### config.mk
export PLATFORM = sky130hd
export DESIGN_NAME = utf8_punctuation_normalizer
export DESIGN_NICKNAME = d
export VERILOG_FILES = /design/src/rtl/utf8pn_pkg.sv /design/src/rtl/utf8pn_front.sv /design/src/rtl/utf8pn_fifo.sv /design/src/rtl/utf8pn_back.sv /design/src/rtl/utf8_punctuation_normalizer.sv
export SDC_FILE = /design/constraint.sdc
export NUM_CORES = 1
export LEC_CHECK = 0
export BUFFER_PORTS_ARGS = -buffer_cell sky130_fd_sc_hd__buf_4
export CAP_MARGIN = 20
export CORE_MARGIN = 5
export CORE_UTILIZATION = 52
export DETAILED_ROUTE_END_ITERATION = 10
export GPL_TIMING_DRIVEN = 0
export PLACE_DENSITY = 0.79
export SLEW_MARGIN = 25
export SYNTH_ARGS = -nofsm -noshare
export SYNTH_HDL_FRONTEND = slang
export SYNTH_SLANG_ARGS = --single-unit
export TNS_END_PERCENT = 20
### constraint.sdc
create_clock -name clk -period 6.8 [get_ports clk]
set_clock_uncertainty 0.2 [all_clocks]
set_input_delay 0.68 -clock clk [delete_from_list [all_inputs] [get_ports clk]]
set_output_delay 0.68 -clock clk [all_outputs]
set_load 0.02 [all_outputs]
### src/rtl/utf8pn_pkg.sv
// Shared types and constants for the UTF-8 punctuation normaliser.
// Holds the port structs, the burst record passed through the queue, and sizing constants.
// No dependencies.
package utf8pn_pkg;

	// Most result bytes a single input byte can release: a replacement of three
	// bytes followed by two trailing held bytes.
	localparam int MaxBytes = 5;
	localparam int LenW = $clog2(MaxBytes + 1);

	// Default number of bursts the queue between front and back can hold.
	localparam int DefaultQueueDepth = 4;

	typedef struct packed {
		logic [7:0] in_byte;
		logic       in_last;
	} in_item_t;

	typedef struct packed {
		logic [7:0] out_byte;
		logic       out_last;
	} out_item_t;

	// The result bytes released by one accepted input byte.
	typedef struct packed {
		logic [MaxBytes-1:0][7:0] bytes;
		logic [LenW-1:0]          len;
		logic                     last;
	} burst_t;

endpackage

### src/rtl/utf8pn_front.sv
// Front end of the normaliser: holds lookahead bytes and decides each E2 80 xx triple.
// Produces at most one burst of result bytes per accepted input byte.
// Depends on utf8pn_pkg.
module utf8pn_front import utf8pn_pkg::*; (
	input  logic     clk,
	input  logic     arst_n,
	input  in_item_t item,
	input  logic     accept,
	output burst_t   burst,
	output logic     burst_valid
);

	localparam int HeldMax = 4;

	localparam logic [7:0] LeadByte = 8'hE2;
	localparam logic [7:0] MidByte  = 8'h80;
	localparam logic [7:0] EnDash   = 8'h93;
	localparam logic [7:0] EmDash   = 8'h94;
	localparam logic [7:0] LSquote  = 8'h98;
	localparam logic [7:0] RSquote  = 8'h99;
	localparam logic [7:0] LDquote  = 8'h9C;
	localparam logic [7:0] RDquote  = 8'h9D;
	localparam logic [7:0] ChSpace  = 8'h20;
	localparam logic [7:0] ChDash   = 8'h2D;
	localparam logic [7:0] ChApos   = 8'h27;
	localparam logic [7:0] ChQuote  = 8'h22;
	localparam logic [7:0] ChS      = 8'h73;

	function automatic logic is_digit(input logic [7:0] c);
		return (c >= 8'h30) && (c <= 8'h39);
	endfunction

	logic [7:0] win_q [HeldMax];
	logic [2:0] cnt_q;
	logic [7:0] bbl_q;

	logic [7:0] win_d [HeldMax];
	logic [2:0] cnt_d;
	logic [7:0] bbl_d;

	logic [7:0] w [MaxBytes];
	logic [2:0] n, need, r, k, rlen;
	logic [7:0] repl0, repl1, repl2, nxt;
	logic       is_mid;

	// Window as it stands with the new byte appended.
	always_comb begin
		for (int i = 0; i < HeldMax; i++) begin
			w[i] = (3'(i) < cnt_q) ? win_q[i] : item.in_byte;
		end
		w[HeldMax] = item.in_byte;
		n = cnt_q + 3'd1;
	end

	// Classify the held triple and pick its replacement.
	always_comb begin
		is_mid = (n >= 3'd3) && (w[1] == MidByte);
		need = 3'd3;
		if (is_mid && w[2] == EnDash) begin
			need = 3'd4;
		end else if (is_mid && w[2] == RSquote) begin
			need = 3'd5;
		end
		nxt = (n >= 3'd4) ? w[3] : 8'h00;

		repl0 = w[0];
		repl1 = w[1];
		repl2 = w[2];
		rlen  = 3'd3;
		if (w[1] == MidByte) begin
			case (w[2])
				EnDash: begin
					if (is_digit(bbl_q) && is_digit(nxt)) begin
						repl0 = ChDash;
						rlen  = 3'd1;
					end else begin
						repl0 = ChSpace; repl1 = ChDash; repl2 = ChSpace;
					end
				end
				EmDash: begin
					repl0 = ChSpace; repl1 = ChDash; repl2 = ChSpace;
				end
				LSquote: begin
					repl0 = ChSpace; repl1 = ChApos; repl2 = ChSpace;
				end
				LDquote, RDquote: begin
					repl0 = ChSpace; repl1 = ChQuote; repl2 = ChSpace;
				end
				RSquote: begin
					repl0 = ChSpace; repl1 = ChApos; repl2 = ChSpace;
					if (n == 3'd5 && w[3] == ChS && w[4] == ChSpace) begin
						rlen = 3'd2;
					end
				end
				default: begin
					repl0 = w[0]; repl1 = w[1]; repl2 = w[2];
				end
			endcase
		end

		// Bytes behind the triple are rescanned: leading plain bytes go out,
		// a new lead and whatever follows it stay held unless the buffer ends.
		r = n - 3'd3;
		k = 3'd0;
		if (item.in_last) begin
			k = r;
		end else if (r >= 3'd1 && w[3] != LeadByte) begin
			k = 3'd1;
			if (r >= 3'd2 && w[4] != LeadByte) begin
				k = 3'd2;
			end
		end
	end

	always_comb begin
		burst       = '0;
		cnt_d       = cnt_q;
		bbl_d       = bbl_q;
		for (int i = 0; i < HeldMax; i++) begin
			win_d[i] = win_q[i];
		end

		if (cnt_q == 3'd0 && item.in_byte != LeadByte) begin
			burst.bytes[0] = item.in_byte;
			burst.len      = LenW'(1);
			bbl_d          = item.in_byte;
		end else if (n < need && !item.in_last) begin
			for (int i = 0; i < HeldMax; i++) begin
				win_d[i] = w[i];
			end
			cnt_d = n;
		end else if (n < 3'd3) begin
			// A short tail at the end of the buffer goes out unchanged.
			burst.bytes[0] = w[0];
			burst.bytes[1] = w[1];
			burst.len      = LenW'(n);
			cnt_d          = 3'd0;
		end else begin
			case (rlen)
				3'd1: burst.bytes = {8'h00, 8'h00, w[4], w[3], repl0};
				3'd2: burst.bytes = {8'h00, w[4], w[3], repl1, repl0};
				default: burst.bytes = {w[4], w[3], repl2, repl1, repl0};
			endcase
			burst.len = LenW'(rlen + k);
			case (k)
				3'd0: bbl_d = w[2];
				3'd1: bbl_d = w[3];
				default: bbl_d = w[4];
			endcase
			cnt_d    = r - k;
			win_d[0] = (k == 3'd0) ? w[3] : w[4];
			win_d[1] = w[4];
		end

		if (item.in_last) begin
			burst.last = 1'b1;
			cnt_d      = 3'd0;
			bbl_d      = 8'h00;
		end
	end

	assign burst_valid = accept && (burst.len != '0);

	always_ff @(posedge clk or negedge arst_n) begin
		if (!arst_n) begin
			cnt_q <= 3'd0;
			bbl_q <= 8'h00;
		end else if (accept) begin
			cnt_q <= cnt_d;
			bbl_q <= bbl_d;
		end
	end

	always_ff @(posedge clk) begin
		if (accept) begin
			for (int i = 0; i < HeldMax; i++) begin
				win_q[i] <= win_d[i];
			end
		end
	end

endmodule

### src/rtl/utf8pn_fifo.sv
// Short queue of bursts between the front end and the back end.
// Register based, one write and one read port.
// Depends on utf8pn_pkg.
module utf8pn_fifo import utf8pn_pkg::*; #(
	parameter int Depth = DefaultQueueDepth
) (
	input  logic   clk,
	input  logic   arst_n,
	input  logic   wr_en,
	input  burst_t wr_data,
	output logic   full,
	input  logic   rd_en,
	output burst_t rd_data,
	output logic   empty
);

	localparam int PtrW = (Depth > 1) ? $clog2(Depth) : 1;
	localparam int CntW = $clog2(Depth + 1);

	burst_t          mem_q [Depth];
	logic [PtrW-1:0] wr_ptr_q, rd_ptr_q;
	logic [CntW-1:0] count_q;
	logic            do_wr, do_rd;

	assign full    = (count_q == CntW'(Depth));
	assign empty   = (count_q == '0);
	assign do_wr   = wr_en && !full;
	assign do_rd   = rd_en && !empty;
	assign rd_data = mem_q[rd_ptr_q];

	always_ff @(posedge clk or negedge arst_n) begin
		if (!arst_n) begin
			wr_ptr_q <= '0;
			rd_ptr_q <= '0;
			count_q  <= '0;
		end else begin
			if (do_wr) begin
				wr_ptr_q <= (wr_ptr_q == PtrW'(Depth - 1)) ? '0 : wr_ptr_q + PtrW'(1);
			end
			if (do_rd) begin
				rd_ptr_q <= (rd_ptr_q == PtrW'(Depth - 1)) ? '0 : rd_ptr_q + PtrW'(1);
			end
			if (do_wr && !do_rd) begin
				count_q <= count_q + CntW'(1);
			end else if (do_rd && !do_wr) begin
				count_q <= count_q - CntW'(1);
			end
		end
	end

	always_ff @(posedge clk) begin
		if (do_wr) begin
			mem_q[wr_ptr_q] <= wr_data;
		end
	end

endmodule

### src/rtl/utf8pn_back.sv
// Back end of the normaliser: takes bursts from the queue and hands out their bytes one a beat.
// The current burst sits in a register that drives the result port.
// Depends on utf8pn_pkg.
module utf8pn_back import utf8pn_pkg::*; (
	input  logic      clk,
	input  logic      arst_n,
	input  burst_t    head,
	input  logic      head_valid,
	output logic      head_take,
	output out_item_t result,
	output logic      empty,
	input  logic      pop
);

	burst_t          cur_q;
	logic            valid_q;
	logic [LenW-1:0] idx_q;
	logic            at_end;

	assign at_end    = (idx_q == cur_q.len - LenW'(1));
	assign head_take = head_valid && (!valid_q || (pop && at_end));
	assign empty     = !valid_q;

	assign result.out_byte = cur_q.bytes[idx_q];
	assign result.out_last = cur_q.last && at_end;

	always_ff @(posedge clk or negedge arst_n) begin
		if (!arst_n) begin
			valid_q <= 1'b0;
			idx_q   <= '0;
		end else if (head_take) begin
			valid_q <= 1'b1;
			idx_q   <= '0;
		end else if (pop && valid_q) begin
			if (at_end) begin
				valid_q <= 1'b0;
			end else begin
				idx_q <= idx_q + LenW'(1);
			end
		end
	end

	always_ff @(posedge clk) begin
		if (head_take) begin
			cur_q <= head;
		end
	end

endmodule

### src/rtl/utf8_punctuation_normalizer.sv
// Top level of the UTF-8 punctuation normaliser.
// Instantiates utf8pn_front, utf8pn_fifo and utf8pn_back; depends on utf8pn_pkg.
//
// This block takes a text stream one byte a beat, with the final byte of each
// buffer marked, and rewrites the three-byte punctuation sequences that start
// E2 80 into plain ASCII: dashes, single and double curly quotes. Bytes from a
// lead E2 onward are held until enough lookahead has arrived to decide, so a
// result byte can appear several input beats after the byte that caused it;
// everything held is flushed on the marked final byte, which always produces
// at least one result carrying out_last. Both sides behave as queues: push an
// input beat while full is low, and pop a result beat while empty is low. The
// front end accepts one byte per clock while full is low and turns it into a
// burst of zero to five result bytes in the same cycle; bursts wait in a queue
// of QueueDepth entries, and the back end hands them out one byte per clock
// while pop is high. Input is therefore taken at one byte a cycle as long as
// the output side keeps up; when replacements expand the text, the single-byte
// result port sets the pace and full rises once the queue has filled. A released
// byte is written into the queue and then into the back end's register before it
// is visible on the result port.
module utf8_punctuation_normalizer import utf8pn_pkg::*; #(
	parameter int QueueDepth = DefaultQueueDepth
) (
	input  logic      clk,
	input  logic      arst_n,
	input  logic      push,
	output logic      full,
	input  in_item_t  item,
	output logic      empty,
	input  logic      pop,
	output out_item_t result
);

	burst_t burst, head;
	logic   accept, burst_valid, head_take, queue_empty;

	// An input beat is taken whenever the queue has room; a byte that releases
	// no result still updates the front end's window.
	assign accept = push && !full;

	utf8pn_front u_front (
		.clk         (clk),
		.arst_n      (arst_n),
		.item        (item),
		.accept      (accept),
		.burst       (burst),
		.burst_valid (burst_valid)
	);

	utf8pn_fifo #(
		.Depth (QueueDepth)
	) u_fifo (
		.clk     (clk),
		.arst_n  (arst_n),
		.wr_en   (burst_valid),
		.wr_data (burst),
		.full    (full),
		.rd_en   (head_take),
		.rd_data (head),
		.empty   (queue_empty)
	);

	utf8pn_back u_back (
		.clk        (clk),
		.arst_n     (arst_n),
		.head       (head),
		.head_valid (!queue_empty),
		.head_take  (head_take),
		.result     (result),
		.empty      (empty),
		.pop        (pop)
	);

endmodule
# Word-level counts from Yosys, hierarchy flattened

Memory sizes are Yosys's and may differ from the RTL's. A register that Yosys moved wholly into a read port is not among the register bits.
Cells that the tools add are included.

Output and inout port bits: 11
Logic and storage cells: 160
RAM bits: 208
Memories kept: 2
Flip-flop bits (word level): 22

Memories:

| name          | words | width | rd ports | clocked after Yosys merged registers in | wr ports | line               | source |
|---|---|---|---|---|---|---|---|
| u_fifo.mem_q  | 4     | 44    | 1        | 1                                       | 1        | utf8pn_fifo.sv:20  | `burst_t mem_q [Depth];` |
| u_front.win_q | 4     | 8     | 4        | 0                                       | 4        | utf8pn_front.sv:33 | `logic [7:0] win_q [HeldMax];` |

Equal/unequal tests: 23
$lt $le $gt $ge: 15
Reduce and logical (&&, ||, !) cells: 43
Muxes and demuxes: 60
Add/subtract/negate cells: 10

Operators by type and width:

| cell                | number |
|---|---|
| $mux 8              | 16 |
| $pmux 40 s2         | 1 |
| $mux 32             | 2 |
| $eq 8x8->1 const B  | 7 |
| $mux 16             | 3 |
| $pmux 8 s2          | 3 |
| $mux 43             | 1 |
| $mux 3              | 14 |
| $pmux 8 s4          | 1 |
| $bmux 8 s3          | 1 |
| $mux 24             | 1 |
| $logic_and 1x1->1   | 22 |
| $mux 19             | 1 |
| $ge 8x6->1 const B  | 2 |
| $le 8x6->1 const B  | 2 |
| $ne 8x8->1 const B  | 2 |
| $mux 11             | 1 |
| $add 3x1->3 const B | 3 |
| $logic_not 3->1     | 3 |
| $mux 1              | 9 |
| $eq 8x6->1 const B  | 1 |
| $eq 8x7->1 const B  | 1 |
| $mux 2              | 4 |
| $eq 3x1->1 const B  | 2 |
| other kinds (29)    | 48 |

# Logic depth before layout (Yosys ltp)

Gate-level depths: netlist of run 1.

Word-level depth: 21
Depth in mapped cells: 22

# Hierarchy

From an unflattened synthesis of run 1, not the netlist that was laid out.

Cell total of the unflattened synthesis: 896
Area, all modules: 13006.2 um2

By module, submodules not included:

| module                      | cells an instance | area an instance (um2) | times used | seq. area each (um2) |
|---|---|---|---|---|
| utf8pn_fifo                 | 267               | 6787.8                 | 1          | 5460.2 |
| utf8pn_front                | 516               | 4274.1                 | 1          | 1211.2 |
| utf8pn_back                 | 111               | 1926.8                 | 1          | 1421.4 |
| utf8_punctuation_normalizer | 2                 | 17.5                   | 1          | 0.0 |

# Worst setup path before layout of run 1

OpenSTA, ideal clock, no wires.

Path type: register -> register
From: reg u_front.cnt_q[0]
To: mem u_fifo.mem_q[0][0] (netlist name) (enable)
Path buffers: 3
Cell stages (with the launch flop): 18
Setup slack: 1.464 ns
Period minus slack after synthesis: 5.336 ns
Arrival time: 4.730 ns
Cells stage by stage: dfrtp_1 buf_2 clkinv_1 ha_1 clkbuf_1 xnor2_2 nor3_1 nor3_1 a221oi_2 buf_4 ha_1 inv_1 fa_1 inv_1 o32a_1 a221oi_2 nor2_2 and2_1

Longest elaborated chain between the ends: 18
Elaborated cells between the ends (all ways): 53

Ends and longest elaborated chain:

| item                                             | line                                   | source |
|---|---|---|
| start, declared                                  | utf8pn_front.sv:34                     | `logic [2:0] cnt_q;` |
| start signal, assigned                           | utf8pn_front.sv:169                    | `cnt_q <= cnt_d;` |
| $add 3x1->3 / $lt 2x3->1 (equally long branches) | utf8pn_front.sv:52, utf8pn_front.sv:49 |  |
| $ge 3x3->1 / $mux 8 (equally long branches)      | utf8pn_front.sv:64, utf8pn_front.sv:49 |  |
| $mux 8                                           | utf8pn_front.sv:64                     | `nxt = (n >= 3'd4) ? w[3] : 8'h00;` |
| $ge 8x6->1 / $le 8x6->1 (equally long branches)  | utf8pn_front.sv:30                     | `return (c >= 8'h30) && (c <= 8'h39);` |
| $logic_and 1x1->1                                | utf8pn_front.sv:30                     |  |
| $logic_and 1x1->1                                | utf8pn_front.sv:73                     | `if (is_digit(bbl_q) && is_digit(nxt)) begin` |
| $mux 2                                           | utf8pn_front.sv:73                     |  |
| $pmux 3 s2                                       | utf8pn_front.sv:71                     | `case (w[2])` |
| [... 3 more ...]                                 | n/a                                    |  |
| $mux 43                                          | utf8pn_front.sv:127                    | `end else if (n < need && !item.in_last) begin` |
| $mux 11 *                                        | utf8pn_front.sv:123                    | `if (cnt_q == 3'd0 && item.in_byte != LeadByte) begin` |
| $reduce_bool 3->1 *                              | utf8pn_front.sv:162                    | `assign burst_valid = accept && (burst.len != '0);` |
| $logic_and 1x1->1 *                              | utf8pn_front.sv:162                    |  |
| $logic_and 1x1->1 *                              | utf8pn_fifo.sv:27                      | `assign do_wr = wr_en && !full;` |
| net u_fifo.do_wr                                 | utf8pn_fifo.sv:23                      | `logic do_wr, do_rd;` |
| $mux 1 *                                         | utf8pn_fifo.sv:52                      | `if (do_wr) begin` |
| $mux 1 (not written as such) *                   | utf8pn_fifo.sv:53                      | `mem_q[wr_ptr_q] <= wr_data;` |
| end, declared                                    | utf8pn_fifo.sv:20                      |  |

Mark *: on every way through the listed nets, which the timed path passes. The rest lies on a longest branch.

# Worst setup path in the final report of run 1

From: reg u_front.cnt_q[0]
To: reg u_fifo.count_q[2]

Longest elaborated chain between the ends: 19
Elaborated cells between the ends (all ways): 56

Ends and longest elaborated chain:

| item                                             | line                                   | source |
|---|---|---|
| $add 3x1->3 / $lt 2x3->1 (equally long branches) | utf8pn_front.sv:52, utf8pn_front.sv:49 |  |
| $ge 3x3->1 / $mux 8 (equally long branches)      | utf8pn_front.sv:64, utf8pn_front.sv:49 |  |
| $mux 8                                           | utf8pn_front.sv:64                     |  |
| $ge 8x6->1 / $le 8x6->1 (equally long branches)  | utf8pn_front.sv:30                     |  |
| $logic_and 1x1->1                                | utf8pn_front.sv:30                     |  |
| $logic_and 1x1->1                                | utf8pn_front.sv:73                     |  |
| $mux 2                                           | utf8pn_front.sv:73                     |  |
| $pmux 3 s2                                       | utf8pn_front.sv:71                     |  |
| [... 4 more ...]                                 | n/a                                    |  |
| $mux 11 *                                        | utf8pn_front.sv:123                    |  |
| $reduce_bool 3->1 *                              | utf8pn_front.sv:162                    |  |
| $logic_and 1x1->1 *                              | utf8pn_front.sv:162                    |  |
| $logic_and 1x1->1 *                              | utf8pn_fifo.sv:27                      |  |
| net u_fifo.do_wr                                 | utf8pn_fifo.sv:23                      |  |
| $logic_not 1->1                                  | utf8pn_fifo.sv:45                      | `end else if (do_rd && !do_wr) begin` |
| $logic_and 1x1->1                                | utf8pn_fifo.sv:45                      |  |
| $reduce_bool 2->1 (no source line)               | n/a                                    |  |
| end signal, assigned                             | utf8pn_fifo.sv:44                      | `count_q <= count_q + CntW'(1);` |
| end signal, assigned                             | utf8pn_fifo.sv:46                      | `count_q <= count_q - CntW'(1);` |
| end, declared                                    | utf8pn_fifo.sv:22                      | `logic [CntW-1:0] count_q;` |

Marked as above.
A chain may end at the register's enable or synchronous reset.

==> impl_metrics.prom, run 1 <==
# TYPE chip_impl_metric gauge
chip_impl_metric{name="synth_top_cell_area_share",unit="%"} 60.2
chip_impl_metric{name="syn_area",unit="um2"} 12600
chip_impl_metric{name="die-width",unit="um"} 166
chip_impl_info{name="holdCritPathClass",value="in -> reg"} 1
chip_impl_info{name="postSynth.topFlopCell",value="sky130_fd_sc_hd__edfxtp_1"} 1
chip_impl_metric{name="ys_ff_latch",unit=""} 273
chip_impl_metric{name="synth_cell_types",unit=""} 79
chip_impl_metric{name="floorplan.die_area",unit="um2"} 27400
chip_impl_info{name="timing.critical_path.max_delay_family",value="compound AO/OA/AOI/OAI gates"} 1
chip_impl_metric{name="antenna_found_initial",unit=""} 0
chip_impl_metric{name="clkLatencyLatePin",unit="ns"} 0.54
chip_impl_metric{name="power",unit="uW"} 5600
chip_impl_metric{name="postSynthAreaPerCell",unit="um2"} 14.7
chip_impl_metric{name="cp.required",unit="ns"} 7.05
chip_impl_metric{name="cts_buffers",unit=""} 27
chip_impl_metric{name="cts_h_tree_depth",unit=""} 1
chip_impl_metric{name="clock_sink_count",unit=""} 273
chip_impl_metric{name="pin_slew_with_the_least_headroom_to_its_limit",unit="ns"} 0.960
chip_impl_info{name="critical_path.cell_chain",value="buf_2 > clkinv_1 > ha_1 > clkbuf_1 > inv_1 > o21ai_4 > a2bb2oi_4 > o21a_1 > inv_1 > ha_1 > o21ai_0 > nand2_1 > nand2_1 > a211oi_2 > a221oi_2 > nor2_2 > ha_1 > inv_1 > fa_1 > xor2_1 > nor2_1 > xor2_1"} 1
chip_impl_info{name="worstReg2RegStart",value="u_front.cnt_q[0]"} 1
chip_impl_metric{name="vias",unit=""} 7751
chip_impl_metric{name="post_cts_clock_slew_at_the_launch_and_capture_registers_of_the_worst_setup_and_hold_paths",unit="ns"} 0.06
chip_impl_metric{name="layout.nets",unit=""} 945
chip_impl_info{name="endpoint_kind",value="flip-flop"} 1
chip_impl_metric{name="die_h",unit="um"} 166
chip_impl_metric{name="cp.buffers_inverters",unit=""} 6
chip_impl_info{name="cts.root.buffer_cell",value="sky130_fd_sc_hd__clkbuf_16"} 1
chip_impl_metric{name="port_buffers",unit=""} 23
chip_impl_metric{name="route.final.wire_length",unit="mm"} 29.5
chip_impl_metric{name="avgViaCountPerCell",unit=""} 6.18
chip_impl_metric{name="area_growth",unit="%"} 12.0
chip_impl_info{name="critPathLaunchType",value="flip-flop"} 1
chip_impl_info{name="synth.area.top_cells",value="sky130_fd_sc_hd__edfxtp_1 (60%), sky130_fd_sc_hd__mux4_2 (7.9%), sky130_fd_sc_hd__dfrtp_1 (4.2%), sky130_fd_sc_hd__mux2i_1 (2.1%), sky130_fd_sc_hd__ha_1 (1.9%)"} 1
chip_impl_info{name="synth_top_area_cell",value="sky130_fd_sc_hd__edfxtp_1"} 1
chip_impl_metric{name="grt_use_total",unit="%"} 22.1
chip_impl_metric{name="cellPowerDensity",unit="nW/um2"} 397
chip_impl_metric{name="synth.yosys.seq_area_share",unit="%"} 64.3
chip_impl_metric{name="worstPathArrival",unit="ns"} 6.32
chip_impl_info{name="status",value="complete, no violations"} 1
chip_impl_metric{name="number_of_placement_rows",unit=""} 57
chip_impl_info{name="r2r_endpoint",value="u_fifo.count_q[2]"} 1
chip_impl_metric{name="cts-root-to-sink-buffers",unit=""} 3
chip_impl_metric{name="timing.max_cap.violations",unit=""} 0
chip_impl_metric{name="globalRouteOverflowTotal",unit=""} 0
chip_impl_metric{name="worstHoldPathCells",unit=""} 1
chip_impl_metric{name="core_area",unit="um2"} 24000
chip_impl_metric{name="global_placer_s_final_weighted_congestion",unit=""} 0.979
chip_impl_metric{name="antenna-diode-count",unit=""} 0
chip_impl_metric{name="finalHoldViolations",unit=""} 0
chip_impl_metric{name="timing.final.crit_period",unit="ns"} 6.07
chip_impl_metric{name="hpwlAfterDp",unit="mm"} 20.0
chip_impl_metric{name="nFillCells",unit=""} 1808
chip_impl_metric{name="final_min_period_over_clock_period",unit="%"} 89.3
chip_impl_metric{name="pin_count",unit=""} 24
chip_impl_metric{name="number_of_synthesized_flops_with_an_enable_pin",unit=""} 252
chip_impl_metric{name="worst_reg2reg_path_depth",unit=""} 22
chip_impl_metric{name="grt_max_degree",unit=""} 45
chip_impl_metric{name="worst-r2r-setup-slack",unit="ns"} 0.73
chip_impl_metric{name="vdd_drop_max",unit="V"} 0.000194
chip_impl_metric{name="cp_slowest_stage_delay",unit="ns"} 0.59
chip_impl_info{name="timing.hold.worst_endpoint",value="u_fifo.mem_q[0][0]"} 1
chip_impl_metric{name="mappedNetlistNets",unit=""} 890
chip_impl_metric{name="global_route_wire_length_before_repair",unit="mm"} 45.5
chip_impl_metric{name="netlist_instances",unit=""} 855
chip_impl_metric{name="ys_async_sr_fraction",unit="%"} 7.69
chip_impl_metric{name="final_count_of_negative_setup_slack_endpoints",unit=""} 0
chip_impl_metric{name="yosys_warnings",unit=""} 0
chip_impl_metric{name="antenna_violating_nets_post_route",unit=""} 0
chip_impl_metric{name="fraction_of_final_layout_cells_sized_beyond_drive_strength_1",unit="%"} 17.6
chip_impl_metric{name="relSlewSlack",unit="%"} 36.0
chip_impl_metric{name="cellLeakagePower",unit="uW"} 0.00483
chip_impl_info{name="cts_tree",value="yes"} 1
chip_impl_metric{name="drc",unit=""} 0
chip_impl_metric{name="worstPathMaxFanout",unit=""} 10
chip_impl_metric{name="detailedRoute.firstIterationViolations",unit=""} 749
chip_impl_info{name="grt_setup_unrepaired",value="no"} 1
chip_impl_metric{name="via_count_of_the_first_global_routing_pass",unit=""} 7611
chip_impl_metric{name="drtPass1Iterations",unit=""} 5
chip_impl_metric{name="fin_util",unit="%"} 58.6
chip_impl_metric{name="fmax",unit="GHz"} 0.165
chip_impl_metric{name="mean_routed_wirelength_per_cell",unit="um"} 23.5
chip_impl_info{name="setup.worst_path.class",value="reg -> reg"} 1
chip_impl_metric{name="fin_hold_ws",unit="ns"} 0.199
chip_impl_metric{name="final_critical_path_setup_slack",unit="ns"} 0.730
chip_impl_metric{name="post_cts.repair.setup_buffers",unit=""} 0
chip_impl_info{name="critical_path.slowest_cell",value="sky130_fd_sc_hd__a211oi_2"} 1
chip_impl_info{name="min_from",value="item[0]"} 1
chip_impl_metric{name="floorplan.initialDensity",unit="%"} 52.3
chip_impl_metric{name="maxSlewViolCount",unit=""} 0
chip_impl_metric{name="place_worst_setup_slack",unit="ns"} 0.908
-- where the power goes --
group          internal, uW  switching (uW)  total [uW]
Clock                   847             611        1460
Combinational           666            1020        1680
Sequential             2330             131        2460
Total                  3840            1760        5600
-- layer usage --
| layer | up-vias | wire (um) | GRT usage, % |
|---|---|---|---|
| met2 | 388 | 14200 | 35.7 |
| met1 | 3845 | 12200 | 31.4 |
| li1 | 3439 | - | - |
| met5 | - | 0 | 0 |
| met3 | 79 | 2230 | 3.72 |
| met4 | 0 | 979 | 6.00 |
-- cells by family (layout without fill, tap and decap cells) --
| group | count (synthesis) | in the layout | share of synthesized area [%] |
|---|---|---|---|
| xor+xnor | 11 | 11 | 0.885 |
| mux | 82 | 82 | 11.0 |
| simple gates | 204 | 204 | 8.41 |
| compound gates | 174 | 174 | 10.1 |
| buf+inv | 89 | 165 | 2.84 |
| fa+ha+maj | 22 | 22 | 2.37 |
| flops | 273 | 273 | 64.3 |
-- timing repair --
action / CTS / global route
hold buffers: 1 / 0
hold endpoints to repair: 21 / 0
setup endpoints to repair: 0 / 0
resized for setup: 0 / 0
-- Yosys cell counts, types with 11 or more instances --
library cell and instances:
sky130_fd_sc_hd__edfxtp_1 252, sky130_fd_sc_hd__nor2_1 61, sky130_fd_sc_hd__nand2_1 57, sky130_fd_sc_hd__mux4_2 44, sky130_fd_sc_hd__a21oi_1 38, sky130_fd_sc_hd__inv_1 38, sky130_fd_sc_hd__o21ai_0 37, sky130_fd_sc_hd__clkbuf_1 28
sky130_fd_sc_hd__mux2i_1 26, sky130_fd_sc_hd__dfrtp_1 21, sky130_fd_sc_hd__ha_1 19, sky130_fd_sc_hd__a221oi_1 18, sky130_fd_sc_hd__and3_1 11, sky130_fd_sc_hd__buf_1 11, sky130_fd_sc_hd__mux2_2 11
-- how the worst max path moves through the flow --
stage | startpoint | end | cells after the start
after floorplan | u_front.cnt_q[0] | u_fifo.mem_q[0][0] | 17
after CTS | u_front.cnt_q[0] | u_fifo.count_q[2] | 22
after detailed placement | u_front.cnt_q[0] | u_fifo.count_q[1] | 20
after global placement | u_front.cnt_q[0] | u_fifo.mem_q[0][34] | 17
final | u_front.cnt_q[0] | u_fifo.count_q[2] | 22
after global routing | u_front.cnt_q[0] | u_fifo.count_q[2] | 22
-- sequential cells by signal, summed over array words and instances (netlist names) --
register and cells:
u_fifo.mem_q 176, u_back.cur_q 44, u_front.win_q 32, u_front.bbl_q 7, u_back.idx_q 3, u_fifo.count_q 3
u_front.cnt_q 3, u_fifo.rd_ptr_q 2, u_fifo.wr_ptr_q 2, u_back.valid_q 1
-- layout make-up --
type | count | area, um2 | area share, %
multi-input cells | 493 | 4150 | 29.5
flip-flops and latches | 273 | 8090 | 57.4
repair buffers | 26 | 214 | 1.52
plain buffers | 49 | 208 | 1.47
clock inverters | 17 | 170 | 1.21
inverters | 40 | 150 | 1.07
well taps | 324 | 405 | 2.88
clock buffers | 33 | 698 | 4.95
-- placed cells by master (no fill, tap or decap), drive strengths merged, types with 8 or more instances in the layout --
cell and n:
edfxtp 252, nor2 62, clkbuf 61, nand2 57, buf 46, mux4 44, o21ai 42, inv 41
a21oi 40, mux2i 26, dfrtp 21, a221oi 20, ha 19, a211oi 15, mux2 12, and3 11
nand3 10, o22ai 10, clkinv 10, nor3 8, nand2b 8, and2 8
-- metrics by stage --
step	setup TNS, ns	area, um2	cells
floorplan	0	12600	855
global placement	-7.34	13200	1202
detailed placement	0	13200	1204
CTS	0	14100	1255
global route	0	14100	1255
finish	0	14100	1255
Power figures use the tool's default switching activity.
==> run 2, diff against run 1 <==
CAP_MARGIN = 25   (was 20)
CORE_UTILIZATION = 55   (was 52)
PLACE_DENSITY = 0.82   (was 0.79)
==> impl_metrics.prom, run 2 (synthesized netlist as in run 1, its figures left out) <==
# TYPE chip_impl_metric gauge
chip_impl_info{name="status",value="complete, no violations"} 1
chip_impl_metric{name="grt_max_degree",unit=""} 45
chip_impl_metric{name="antenna_violating_nets_post_route",unit=""} 0
chip_impl_metric{name="antenna_found_initial",unit=""} 0
chip_impl_metric{name="avgViaCountPerCell",unit=""} 6.35
chip_impl_metric{name="fraction_of_final_layout_cells_sized_beyond_drive_strength_1",unit="%"} 17.8
chip_impl_metric{name="layout.nets",unit=""} 947
chip_impl_metric{name="timing.max_cap.violations",unit=""} 0
chip_impl_info{name="cts.root.buffer_cell",value="sky130_fd_sc_hd__clkbuf_16"} 1
chip_impl_metric{name="fin_area",unit="um2"} 14200
chip_impl_metric{name="ff_latch_area",unit="um2"} 8090
chip_impl_info{name="grt_setup_unrepaired",value="no"} 1
chip_impl_metric{name="port_buffers",unit=""} 23
chip_impl_metric{name="clkLatencyLatePin",unit="ns"} 0.54
chip_impl_info{name="registers.top_by_ff_count",value="u_fifo.mem_q"} 1
chip_impl_metric{name="detailedRoute.firstIterationViolations",unit=""} 808
chip_impl_metric{name="die_h",unit="um"} 161
chip_impl_metric{name="mean_routed_wirelength_per_cell",unit="um"} 23.9
chip_impl_metric{name="final_count_of_negative_setup_slack_endpoints",unit=""} 0
chip_impl_metric{name="post_cts.repair.setup_buffers",unit=""} 0
chip_impl_metric{name="fmax",unit="GHz"} 0.166
chip_impl_metric{name="floorplan.initialDensity",unit="%"} 55.7
chip_impl_metric{name="globalRouteOverflowTotal",unit=""} 0
chip_impl_metric{name="cellLeakagePower",unit="uW"} 0.00490
chip_impl_metric{name="area_growth",unit="%"} 12.7
chip_impl_info{name="cts_tree",value="yes"} 1
chip_impl_metric{name="number_of_placement_rows",unit=""} 55
chip_impl_info{name="layout.cells.most_common",value="sky130_fd_sc_hd__edfxtp_1"} 1
chip_impl_metric{name="finalHoldViolations",unit=""} 0
chip_impl_metric{name="global_placer_s_final_weighted_congestion",unit=""} 1.01
chip_impl_metric{name="worstPathArrival",unit="ns"} 6.22
chip_impl_metric{name="setup_total_negative_slack",unit="ns"} 0
chip_impl_metric{name="cts_repair_resize_count",unit=""} 0
chip_impl_metric{name="antenna-diode-count",unit=""} 0
chip_impl_metric{name="core_area",unit="um2"} 22600
chip_impl_metric{name="worstPathMaxFanout",unit=""} 10
chip_impl_metric{name="via_count_of_the_first_global_routing_pass",unit=""} 7663
chip_impl_info{name="critPathLaunchType",value="flip-flop"} 1
chip_impl_metric{name="placed_area",unit="um2"} 13200
chip_impl_metric{name="post_cts_clock_slew_at_the_launch_and_capture_registers_of_the_worst_setup_and_hold_paths",unit="ns"} 0.06
chip_impl_metric{name="timing.final.crit_period",unit="ns"} 6.01
chip_impl_metric{name="fin_util",unit="%"} 62.8
chip_impl_metric{name="pin_slew_with_the_least_headroom_to_its_limit",unit="ns"} 0.887
chip_impl_metric{name="cts-hold-fix-buffers",unit=""} 1
chip_impl_metric{name="vias",unit=""} 7744
chip_impl_metric{name="power",unit="uW"} 5750
chip_impl_metric{name="relSlewSlack",unit="%"} 40.9
chip_impl_metric{name="floorplan.die_area",unit="um2"} 26000
chip_impl_metric{name="cellPowerDensity",unit="nW/um2"} 406
chip_impl_metric{name="final_min_period_over_clock_period",unit="%"} 88.4
chip_impl_metric{name="drtPass1Iterations",unit=""} 6
chip_impl_info{name="holdCritPathClass",value="in -> reg"} 1
chip_impl_info{name="endpoint_kind",value="flip-flop"} 1
chip_impl_metric{name="global_route_wire_length_before_repair",unit="mm"} 45.6
chip_impl_metric{name="cts-root-to-sink-buffers",unit=""} 3
chip_impl_metric{name="grt_use_total",unit="%"} 22.8
chip_impl_metric{name="cts_h_tree_depth",unit=""} 1
chip_impl_metric{name="route.final.wire_length",unit="mm"} 29.2
chip_impl_metric{name="maxSlewViolCount",unit=""} 0
chip_impl_metric{name="multi_input_comb_area",unit="um2"} 4150
chip_impl_info{name="layout_common_cells",value="sky130_fd_sc_hd__edfxtp_1 (252), sky130_fd_sc_hd__nor2_1 (59), sky130_fd_sc_hd__nand2_1 (57)"} 1
chip_impl_info{name="biggestRegsByFlops",value="u_fifo.mem_q: 176 flops, u_back.cur_q: 44 flops, u_front.win_q: 32 flops"} 1
chip_impl_metric{name="hpwlAfterDp",unit="mm"} 19.8
chip_impl_metric{name="nFillCells",unit=""} 1601
chip_impl_metric{name="pin_count",unit=""} 24
chip_impl_metric{name="largest_register_ff_count",unit=""} 176
chip_impl_metric{name="clock_sink_count",unit=""} 273
chip_impl_metric{name="die-width",unit="um"} 161
chip_impl_metric{name="cts_buffers",unit=""} 28
chip_impl_metric{name="vdd_drop_max",unit="V"} 0.000263
chip_impl_metric{name="drc",unit=""} 0
chip_impl_metric{name="cp.required",unit="ns"} 7.01
chip_impl_info{name="setup.worst_path.class",value="reg -> reg"} 1
-- run 2: cell count changes in the layout (fill, tap and decap cells not counted), sizes merged --
cell	previous run	this run
bufinv	3	5
clkinvlp	3	0
clkinv	10	7
buf	46	47
inv	41	39
clkbuf	61	69
-- run 2: final timing paths --
path | cells past startpoint | startpoint | slack, ns | to
max | 20 | u_front.cnt_q[0] | 0.79 | u_fifo.count_q[1]
min | 1 | item[0] | 0.21 | u_fifo.mem_q[3][0]
max reg2reg | 20 | u_front.cnt_q[0] | 0.79 | u_fifo.count_q[1]
min reg2reg | 1 | u_fifo.count_q[2] | 0.31 | u_fifo.count_q[2]
max in group asynchronous | 2 | arst_n | 5.76 | u_back.idx_q[2]
min in group asynchronous | 2 | arst_n | 0.38 | u_front.bbl_q[2]
-- run 2: worst max-delay path, cell delays in order (launching register included) --
cell and delay, ns:
sky130_fd_sc_hd__dfrtp_1 0.43, sky130_fd_sc_hd__buf_2 0.29, sky130_fd_sc_hd__clkinv_1 0.36, sky130_fd_sc_hd__ha_1 0.46, sky130_fd_sc_hd__clkbuf_1 0.34, sky130_fd_sc_hd__xnor2_2 0.18, sky130_fd_sc_hd__nor3_1 0.16, sky130_fd_sc_hd__nor3_1 0.08
sky130_fd_sc_hd__a221oi_2 0.58, sky130_fd_sc_hd__buf_4 0.33, sky130_fd_sc_hd__ha_1 0.16, sky130_fd_sc_hd__inv_1 0.05, sky130_fd_sc_hd__fa_1 0.50, sky130_fd_sc_hd__inv_1 0.05, sky130_fd_sc_hd__o32a_1 0.33, sky130_fd_sc_hd__a221oi_2 0.29
sky130_fd_sc_hd__nor2_2 0.13, sky130_fd_sc_hd__ha_1 0.23, sky130_fd_sc_hd__inv_1 0.07, sky130_fd_sc_hd__fa_1 0.40, sky130_fd_sc_hd__mux2_2 0.27
-- run 2: final cells by class --
type	count	share of cell area (%)
repair buffers	27	1.76
well taps	285	2.52
flip-flops and latches	273	57.1
plain buffers	49	1.47
inverters	40	1.06
multi-input cells	493	29.3
clock inverters	11	1.28
clock buffers	41	5.51
-- run 2: routing by layer --
layer,wire (um),track usage [%]
met1,12200,32.9
met2,14200,37.2
met3,2060,3.04
met4,723,5.97
met5,0,0
-- run 2: power breakdown --
part	leakage [uW]	switching, uW	total [uW]	internal (uW)
combinational	0.00188	1030	1700	678
sequential	0.00256	130	2460	2330
clock	0.000467	607	1590	983
total	0.00490	1760	5750	3990
-- run 2: through the flow --
stage               std cells  hold WS [ns]  setup WS [ns]
floorplan                 855         0.184           1.46
global placement         1163         0.274         0.0497
detailed placement       1166         0.296          0.883
CTS                      1219         0.190          0.865
global route             1219         0.198          0.412
finish                   1219         0.207          0.791
